===== config.mk =====
export PLATFORM = sky130hd
export DESIGN_NAME = mtrd_divider
export DESIGN_NICKNAME = d
export VERILOG_FILES = /design/src/sv/mtrd_divider.sv
export SDC_FILE = /design/constraint.sdc
export NUM_CORES = 1
export LEC_CHECK = 0
export ABC_CLOCK_PERIOD_IN_PS = 6940
export BUFFER_PORTS_ARGS = -buffer_cell sky130_fd_sc_hd__buf_4
export CELL_PAD_IN_SITES_DETAIL_PLACEMENT = 1
export CELL_PAD_IN_SITES_GLOBAL_PLACEMENT = 2
export CORE_ASPECT_RATIO = 0.8
export CORE_MARGIN = 5
export CORE_UTILIZATION = 40
export CTS_BUF_LIST = sky130_fd_sc_hd__clkbuf_8
export DETAILED_ROUTE_END_ITERATION = 7
export GPL_TIMING_DRIVEN = 0
export PLACE_DENSITY_LB_ADDON = 0.1
export SYNTH_ARGS = -nofsm -noshare
export SYNTH_HDL_FRONTEND = slang
export SYNTH_SLANG_ARGS = --single-unit

===== constraint.sdc =====
create_clock -name clk_i -period 6.94 [get_ports clk_i]
set_input_delay 1.735 -clock clk_i [delete_from_list [all_inputs] [get_ports clk_i]]
set_output_delay 1.735 -clock clk_i [all_outputs]
set_load 0.1 [all_outputs]

===== src/sv/mtrd_divider.sv =====
// Restoring divider, one quotient bit per cycle; keeps only the remainder.
module mtrd_divider (
  input  logic        clk_i,
  input  logic        rst_ni,
  input  logic        start_i,
  input  logic [30:0] dividend_i,
  input  logic [30:0] divisor_i,
  output logic        done_o,
  output logic [30:0] rem_o
);
  logic [30:0] num_q, num_d, den_q, den_d;
  logic [30:0] rem_q, rem_d;
  logic [4:0]  cnt_q, cnt_d;
  logic        busy_q, busy_d, done_q, done_d;
  logic [31:0] trial;

  always_comb begin
    num_d  = num_q;
    den_d  = den_q;
    rem_d  = rem_q;
    cnt_d  = cnt_q;
    busy_d = busy_q;
    done_d = 1'b0;
    trial  = {rem_q, num_q[30]};
    if (start_i) begin
      num_d  = dividend_i;
      den_d  = divisor_i;
      rem_d  = '0;
      cnt_d  = 5'd30;
      busy_d = 1'b1;
    end else if (busy_q) begin
      num_d = {num_q[29:0], 1'b0};
      // remainder stays below the divisor, so 31 bits always hold it
      if (trial >= {1'b0, den_q}) rem_d = 31'(trial - {1'b0, den_q});
      else rem_d = trial[30:0];
      if (cnt_q == 5'd0) begin
        busy_d = 1'b0;
        done_d = 1'b1;
      end else begin
        cnt_d = cnt_q - 5'd1;
      end
    end
  end

  always_ff @(posedge clk_i or negedge rst_ni) begin
    if (!rst_ni) begin
      busy_q <= 1'b0;
      done_q <= 1'b0;
      cnt_q  <= '0;
    end else begin
      busy_q <= busy_d;
      done_q <= done_d;
      cnt_q  <= cnt_d;
    end
  end

  always_ff @(posedge clk_i) begin
    num_q <= num_d;
    den_q <= den_d;
    rem_q <= rem_d;
  end

  assign done_o = done_q;
  assign rem_o  = rem_q;
endmodule


# --- Word level (Yosys, flattened, before mapping) ---
# Index checks and enable logic that the tools add are counted.
word_totals:
  ff_bits: 100
  latch_bits: 0
  ram_bits: 0
  rom_bits: 0
  inputBits: 65
  out_inout_bits: 32
  elab_cells: 25
  n_memories: 0
classes:
  add_sub_neg: 2
  multipliers: 0
  n_div: 0
  order_cmp: 1
  n_eq_ne: 1
  shifts: 0
  n_mux: 12
  bitwise_logic: 0
  n_reduce_logical: 3
op_table:
  columns: ["op", "count"]
  rows:
  - ["$mux 31", 3]
  - ["$ge 32x31->1", 1]
  - ["$sub 31x31->31", 1]
  - ["$mux 5", 3]
  - ["$mux 1", 6]
  - ["$logic_not 5->1", 1]
  - ["$sub 5x1->5 const B", 1]
  - ["$ne 2x2->1 const B", 1]
  - ["$reduce_and 2->1", 1]
  - ["$reduce_bool 2->1", 1]

# --- Logic depth before layout (Yosys ltp) ---
# Gate-level depths: netlist of run 1.
logic_depth:
  word_depth: 4
  ltp_mapped: 12
  mapped_depth_nobuf: 11

# --- Least setup slack after synthesis of run 1 ---
# OpenSTA, ideal clock, no wires.
synth_timing:
  kind: "input to register"
  startpoint: "in start_i"
  endpoint: "reg cnt_q[4]"
  setup_time_ns: 0.124
  t_arrival_ns: 3.280
  required_ns: 6.816
  path_slack_ns: 3.536
  cell_stages: 8
  n_path_buf: 0
  path_cell_list: "inv_1 > nand2_1 > nand2_1 > inv_1 > nand2_1 > nor3_1 > xnor2_1 > nand2_1"
synth_via:
  elab_chain_cells: 2
  word_cells_on_any_way: 4
  classes_between: "eq/ne: 1; mux: 1; reduce/logical: 2"
synth_rtl:
  columns: ["element", "line_no", "text"]
  rows:
  - ["start, declared", "5", "input logic start_i,"]
  - ["$ne 2x2->1 (no source line) / $reduce_bool 2->1 (equally long branches)", null, null]
  - ["$reduce_and 2->1 (no source line)", null, null]
  - ["end signal, assigned", "53", "cnt_q <= cnt_d;"]
  - ["end, declared", "13", "logic [4:0] cnt_q, cnt_d;"]
# Parallel ways exist; a longest one is shown, timed or not.
# A chain may end at the register's enable or synchronous reset.

# --- Worst setup path after layout of run 1 ---
# Ends and elaborated chain as after synthesis.

==> results of run 1 <==
-- cell type report --
cell class / count / area, um^2
Buffer: 25 / 118
Clock buffer: 9 / 124
Clock inverter: 7 / 68.8
Fill cell: 1636 / 7280
Inverter: 47 / 176
Multi-Input combinational cell: 404 / 2900
Sequential cell: 100 / 2660
Tap cell: 184 / 230
Timing Repair Buffer: 97 / 748
-- worst max-delay path, delay by kind of cell --
family / cells / cell delay, ns
AND/OR/NAND/NOR: 5 / 0.97
buffers and inverters: 4 / 1.08
XOR/XNOR: 1 / 0.18
-- how the worst max path moves through the flow --
stage	startpoint	end	depth (start not counted)
final	start_i	cnt_q[4]$_DFFE_PN0P_	10
after global routing	start_i	cnt_q[4]$_DFFE_PN0P_	10
after CTS	start_i	cnt_q[4]$_DFFE_PN0P_	9
after detailed placement	start_i	cnt_q[4]$_DFFE_PN0P_	9
after global placement	start_i	cnt_q[4]$_DFFE_PN0P_	9
after floorplan	start_i	cnt_q[4]$_DFFE_PN0P_	8
-- cells by family (layout without fill, tap and decap cells) --
family                     count (synthesis)  count (layout)  synth area share
xor gates and xnor gates                  24              24            0.0359
adders and majority gates                 34              34            0.0740
and+or+nand+nor                          167             167             0.134
DFF                                      100             100             0.454
buffers and inverters                     72             185            0.0503
AOI/OAI and AO/OA                        139             139             0.177
muxes                                     40              40            0.0751
-- synthesized netlist by cell type, types with 10 or more instances --
master                      n
sky130_fd_sc_hd__edfxtp_1  62
sky130_fd_sc_hd__nand2_1   53
sky130_fd_sc_hd__inv_1     47
sky130_fd_sc_hd__nor2_1    42
sky130_fd_sc_hd__ha_1      33
sky130_fd_sc_hd__a21oi_1   31
sky130_fd_sc_hd__dfxtp_1   31
sky130_fd_sc_hd__mux2_2    31
sky130_fd_sc_hd__nand3_1   24
sky130_fd_sc_hd__o21ai_0   18
sky130_fd_sc_hd__a311oi_1  17
sky130_fd_sc_hd__a21o_1    15
sky130_fd_sc_hd__clkbuf_1  14
sky130_fd_sc_hd__xnor2_1   14
sky130_fd_sc_hd__nand4_1   11
sky130_fd_sc_hd__xor2_1    10
-- power groups by stage --
stage	clock network, mW	registers (mW)	logic (mW)
after global routing	0.422	0.867	1.86
after detailed placement	0	0.863	1.73
after CTS	0.402	0.851	1.74
final	0.385	0.850	1.74
after floorplan	0	1.35	0.816
after global placement	0	0.859	1.70
-- state kept, by name, summed over array words and instances (netlist names) --
register and cells:
den_q 31, busy_q 1, rem_o 31, cnt_q 5
done_o 1, num_q 31
-- metrics by stage --
step	hold slack (ns)	instance area [um^2]
floorplan	0.479	5850
global placement	0.506	6800
detailed placement	0.505	6800
CTS	0.519	6990
global route	0.560	7020
finish	0.516	7020
-- routing by layer --
layer | vias up | track usage | part of all wire
met2 | 115 | 0.300 | 0.46
met4 | 0 | 0.0530 | 0.012
met3 | 16 | 0.0436 | 0.050
li1 | 2344 | - | -
met1 | 2411 | 0.280 | 0.48
met5 | - | 0 | 0
==> reports/qor.json, run 1 <==
{
  "cts.repair.resized": 0,
  "cellLeakagePower_nw": 2.98,
  "worst-slew-pin-transition_ns": 0.890,
  "crit_top_cell": "sky130_fd_sc_hd__nand2_1",
  "drt_first_iter_violations": 256,
  "hold_buf_cts": 0,
  "layout-drive-gt1-share": 0.237,
  "finalWeightedCongestion": 0.880,
  "core_area_um2": 14300,
  "irDropWorstVdd_mv": 0.229,
  "ys.warnings.count": 0,
  "min_path_cells": 2,
  "post_synthesis_cell_type_with_the_largest_combined_area": "sky130_fd_sc_hd__edfxtp_1",
  "die_height_um": 118,
  "ys_top_cells_by_area": "sky130_fd_sc_hd__edfxtp_1 32%, sky130_fd_sc_hd__dfxtp_1 11%, sky130_fd_sc_hd__ha_1 7.1%, sky130_fd_sc_hd__mux2_2 6.0%, sky130_fd_sc_hd__nand2_1 3.4%",
  "rows": 39,
  "sequentialPowerShare": 0.286,
  "worstSetupPathType": "primary input to flop",
  "synth-edff-count": 62,
  "report.power.total_mw": 2.97,
  "fin_ws_ns": 3.25,
  "io_pins": 97,
  "arrival_ns": 3.96,
  "synthCells": 576,
  "clock_power_share": 0.130,
  "post-route-period-util": 0.532,
  "clk_latency_ns": 0.39,
  "detail_route.drc_violations": 0,
  "max_cap_viol_count": 0,
  "gr-usage-all-layers": 0.196,
  "worstHoldStart": "rem_o[30]$_SDFFE_PP0P_",
  "netlist.area_leader.share": 0.318,
  "worst_setup_path_end_kind": "flop",
  "critPathLaunchType": "primary input",
  "cellPowerDensity_nw_per_um2": 423,
  "routed-via-count": 4886,
  "grt_max_degree": 37,
  "maximum_buffer_depth_of_the_clock_tree": 2,
  "diodes": 0,
  "post-place-cells": 856,
  "finalHoldViolations": 0,
  "io_buffer_count": 96,
  "synth_fp_nets": 675,
  "synthesis.area_um2": 5850,
  "max_slew_margin": 0.406,
  "internal-power_mw": 1.44,
  "path_cells": "buf_4 -> inv_1 -> nand2_1 -> buf_16 -> nand2_1 -> inv_1 -> nand2_1 -> nor3_1 -> xnor2_1 -> nand2_1",
  "final_nets": 783,
  "cts_sinks": 100,
  "number_of_levels_in_the_clock_h_tree": 3,
  "cts_root_buf": "sky130_fd_sc_hd__clkbuf_8",
  "timing.final.setup_violations": 0,
  "holdPathEnd": "rem_o[30]$_SDFFE_PP0P_",
  "grt_overflow": 0,
  "tritoncts.num_buffers": 9,
  "sw_frac_of_total": 0.515,
  "fp.dieW_um": 145,
  "mostFrequentLayoutCell": "sky130_fd_sc_hd__buf_4",
  "first_global_vias": 4992,
  "ys_ff_latch": 100,
  "postSynth.asyncResetShare": 0.0700,
  "worst_ep_required_time_ns": 7.21,
  "initial_utilization": 0.409,
  "avgRoutedWirePerCell_um": 19.5,
  "hpwl_um": 12800,
  "minimum_clock_period_after_layout_ns": 3.69,
  "crit-reg2reg-launch": "rem_o[2]$_SDFFE_PP0P_",
  "critical_path.slowest_cell": "sky130_fd_sc_hd__nand2_1",
  "initial_antenna_violation_count": 0,
  "postCtsSetupBuffers": 0,
  "post_synth_num_cell_types": 61,
  "final_cell_count_no_fill": 873,
  "outcome": "finished clean",
  "critical_path.max_fanout": 36,
  "yosysSeqAreaShare": 0.454,
  "min_delay_path_class": "flop to flop",
  "synth_ff_type": "sky130_fd_sc_hd__edfxtp_1",
  "drt_first_pass_iters": 5,
  "most-common-layout-cells": "99 x sky130_fd_sc_hd__buf_4, 62 x sky130_fd_sc_hd__edfxtp_1, 53 x sky130_fd_sc_hd__nand2_1",
  "post-place-ws_ns": 2.21,
  "crit-reg2reg-capture": "rem_o[25]$_SDFFE_PP0P_",
  "first_pass_grt_wire_length_um": 26900,
  "flow.area_growth_from_synthesis_pct": 20.0,
  "timing_max_transition_violations_final": 0,
  "grt_setup_unrepaired": "no",
  "synth_area_per_cell_um2": 10.2,
  "finalClockSkew_ns": 0.00776,
  "comb_power_share": 0.584,
  "drt_wl_total_um": 17000,
  "slowest_delay_ns": 0.46,
  "antenna_left": 0,
  "finalSetupTns_ns": 0,
  "floorplan.die_area_um2": 17200,
  "avgViaCountPerCell": 5.60,
  "finish.utilization": 0.491,
  "fmax_ghz": 0.271,
  "total_switching_power_mw": 1.53,
  "worstRegToRegCells": 9,
  "r2r_setup_slack_ns": 3.82,
  "worst_setup_hold_path_clk_slew_ns": 0.10,
  "tritoncts": "built"
}
Note: power is estimated with default switching activity, not from simulation.
==> run 2, diff against run 1 <==
--- a/config.mk
+++ b/config.mk
@@ -5,13 +5,13 @@
 export SDC_FILE = /design/constraint.sdc
 export NUM_CORES = 1
 export LEC_CHECK = 0
-export ABC_CLOCK_PERIOD_IN_PS = 6940
+export ABC_CLOCK_PERIOD_IN_PS = 3600
 export BUFFER_PORTS_ARGS = -buffer_cell sky130_fd_sc_hd__buf_4
 export CELL_PAD_IN_SITES_DETAIL_PLACEMENT = 1
 export CELL_PAD_IN_SITES_GLOBAL_PLACEMENT = 2
 export CORE_ASPECT_RATIO = 0.8
 export CORE_MARGIN = 5
-export CORE_UTILIZATION = 40
+export CORE_UTILIZATION = 37
 export CTS_BUF_LIST = sky130_fd_sc_hd__clkbuf_8
 export DETAILED_ROUTE_END_ITERATION = 7
 export GPL_TIMING_DRIVEN = 0
==> constraint.sdc (replaced) <==
create_clock -name clk_i -period 3.6 [get_ports clk_i]
set_input_delay 0.9 -clock clk_i [delete_from_list [all_inputs] [get_ports clk_i]]
set_output_delay 0.9 -clock clk_i [all_outputs]
set_load 0.1 [all_outputs]
==> reports/qor.json, run 2 (synthesis gave the netlist of run 1 again) <==
{
  "maximum_buffer_depth_of_the_clock_tree": 2,
  "finalHoldViolations": 0,
  "mostFrequentLayoutCell": "sky130_fd_sc_hd__buf_4",
  "drt_wl_total_um": 17100,
  "sw_frac_of_total": 0.518,
  "crit-reg2reg-launch": "den_q[3]$_DFFE_PP_",
  "multi_input_comb_area_um2": 2900,
  "initial_antenna_violation_count": 0,
  "tritoncts.num_buffers": 9,
  "cts_root_buf": "sky130_fd_sc_hd__clkbuf_8",
  "timing.final.setup_violations": 0,
  "worst-slew-pin-transition_ns": 0.781,
  "hpwl_um": 12900,
  "timing_max_transition_violations_final": 0,
  "avgRoutedWirePerCell_um": 18.9,
  "grt_max_degree": 37,
  "drt_first_iter_violations": 255,
  "sequentialPowerShare": 0.284,
  "fmax_ghz": 0.319,
  "total_switching_power_mw": 3.00,
  "finalClockSkew_ns": 0.0109,
  "rows": 41,
  "number_of_levels_in_the_clock_h_tree": 3,
  "irDropWorstVdd_mv": 0.590,
  "critical_path.max_fanout": 6,
  "cts.repair.resized": 0,
  "r2r_setup_slack_ns": 0.46,
  "drt_first_pass_iters": 4,
  "max_cap_viol_count": 0,
  "avgViaCountPerCell": 5.31,
  "most-common-layout-cells": "99 x sky130_fd_sc_hd__buf_4, 62 x sky130_fd_sc_hd__edfxtp_1, 52 x sky130_fd_sc_hd__nand2_1",
  "gr-usage-all-layers": 0.192,
  "min_delay_path_class": "primary input to async pin",
  "arrival_ns": 3.40,
  "tritoncts": "built",
  "routed-via-count": 4796,
  "comb_power_share": 0.576,
  "clock_power_share": 0.140,
  "cellLeakagePower_nw": 2.98,
  "placed_cell_area_um2": 6840,
  "report.power.total_mw": 5.80,
  "floorplan.die_area_um2": 18400,
  "detail_route.drc_violations": 0,
  "cts_sinks": 100,
  "diodes": 0,
  "worstRegToRegCells": 10,
  "outcome": "finished clean",
  "minimum_clock_period_after_layout_ns": 3.14,
  "worst_setup_path_end_kind": "flop",
  "final_nets": 782,
  "io_buffer_count": 96,
  "die_height_um": 122,
  "finalWeightedCongestion": 0.858,
  "grt_setup_unrepaired": "no",
  "post-route-period-util": 0.871,
  "worst_ep_required_time_ns": 3.86,
  "io_pins": 97,
  "grt_overflow": 0,
  "fp.dieW_um": 151,
  "crit-reg2reg-capture": "rem_o[25]$_SDFFE_PP0P_",
  "max_slew_margin": 0.477,
  "worstSetupPathType": "flop to flop",
  "critPathLaunchType": "flop",
  "layout.cell_area.non_filler_um2": 7060,
  "internal-power_mw": 2.80,
  "hold_buf_cts": 0,
  "first_global_vias": 5214,
  "initial_utilization": 0.374,
  "core_area_um2": 15600,
  "clk_latency_ns": 0.40,
  "final.fill_count": 1775,
  "first_pass_grt_wire_length_um": 27400,
  "antenna_left": 0,
  "layout-drive-gt1-share": 0.240,
  "worst_setup_hold_path_clk_slew_ns": 0.11,
  "flow.area_growth_from_synthesis_pct": 20.7,
  "postCtsSetupBuffers": 0,
  "cellPowerDensity_nw_per_um2": 822,
  "final-seq-area_um2": 2660
}
-- run 2: cell type report --
type                            instances  share of cell area
Inverter                               47              0.0250
Clock inverter                          7              0.0135
Sequential cell                       100               0.376
Timing Repair Buffer                   96               0.102
Buffer                                 25              0.0167
Multi-Input combinational cell        404               0.411
Clock buffer                            9              0.0175
Tap cell                              215              0.0381
-- run 2: power groups by stage --
| stage | clock network, mW | registers, mW | logic (mW) |
|---|---|---|---|
| after floorplan | 0 | 2.60 | 1.57 |
| after global placement | 0 | 1.67 | 3.28 |
| after detailed placement | 0 | 1.68 | 3.34 |
| after CTS | 0.842 | 1.65 | 3.35 |
| after global routing | 0.882 | 1.68 | 3.59 |
| final | 0.815 | 1.65 | 3.34 |
-- run 2: routing by layer --
layer	vias up	wire length (um)	GRT usage	part of all wire
li1	2337	-	-	-
met1	2351	8360	0.262	0.49
met2	93	7940	0.317	0.46
met3	15	633	0.0388	0.037
met4	0	160	0.0419	0.0094
met5	-	0	0	0
-- run 2: through the flow --
stage	util	hold WS, ns	std cells	setup slack [ns]	TNS [ns]
6_report	0.451	0.295	903	0.463	0
5_1_grt	0.451	0.274	903	0.240	0
4_1_cts	0.451	0.274	903	0.0909	0
3_5_place_dp	0.437	0.522	887	-0.355	-0.785
3_3_place_gp	0.437	0.507	887	-0.128	-0.198
2_1_floorplan	-	0.479	576	0.472	0
-- run 2: worst max path at each step --
stage	start	to	slack (ns)	depth (start not counted)
floorplan	rem_o[0]$_SDFFE_PP0P_	rem_o[21]$_SDFFE_PP0P_	0.47	11
global placement	start_i	cnt_q[4]$_DFFE_PN0P_	-0.13	9
detailed placement	start_i	cnt_q[4]$_DFFE_PN0P_	-0.35	9
CTS	start_i	cnt_q[4]$_DFFE_PN0P_	0.09	9
global route	den_q[3]$_DFFE_PP_	rem_o[25]$_SDFFE_PP0P_	0.24	10
finish	den_q[3]$_DFFE_PP_	rem_o[25]$_SDFFE_PP0P_	0.46	10
-- run 2: worst max-delay path: stages, from the launching register on --
cell and delay (ns):
sky130_fd_sc_hd__edfxtp_1 0.39, sky130_fd_sc_hd__inv_1 0.09, sky130_fd_sc_hd__ha_1 0.29, sky130_fd_sc_hd__nand3_1 0.19
sky130_fd_sc_hd__a21oi_1 0.09, sky130_fd_sc_hd__o31ai_1 0.66, sky130_fd_sc_hd__a211oi_1 0.25, sky130_fd_sc_hd__o21ai_2 0.36
sky130_fd_sc_hd__nand2_1 0.08, sky130_fd_sc_hd__o311ai_0 0.40, sky130_fd_sc_hd__o221ai_1 0.19
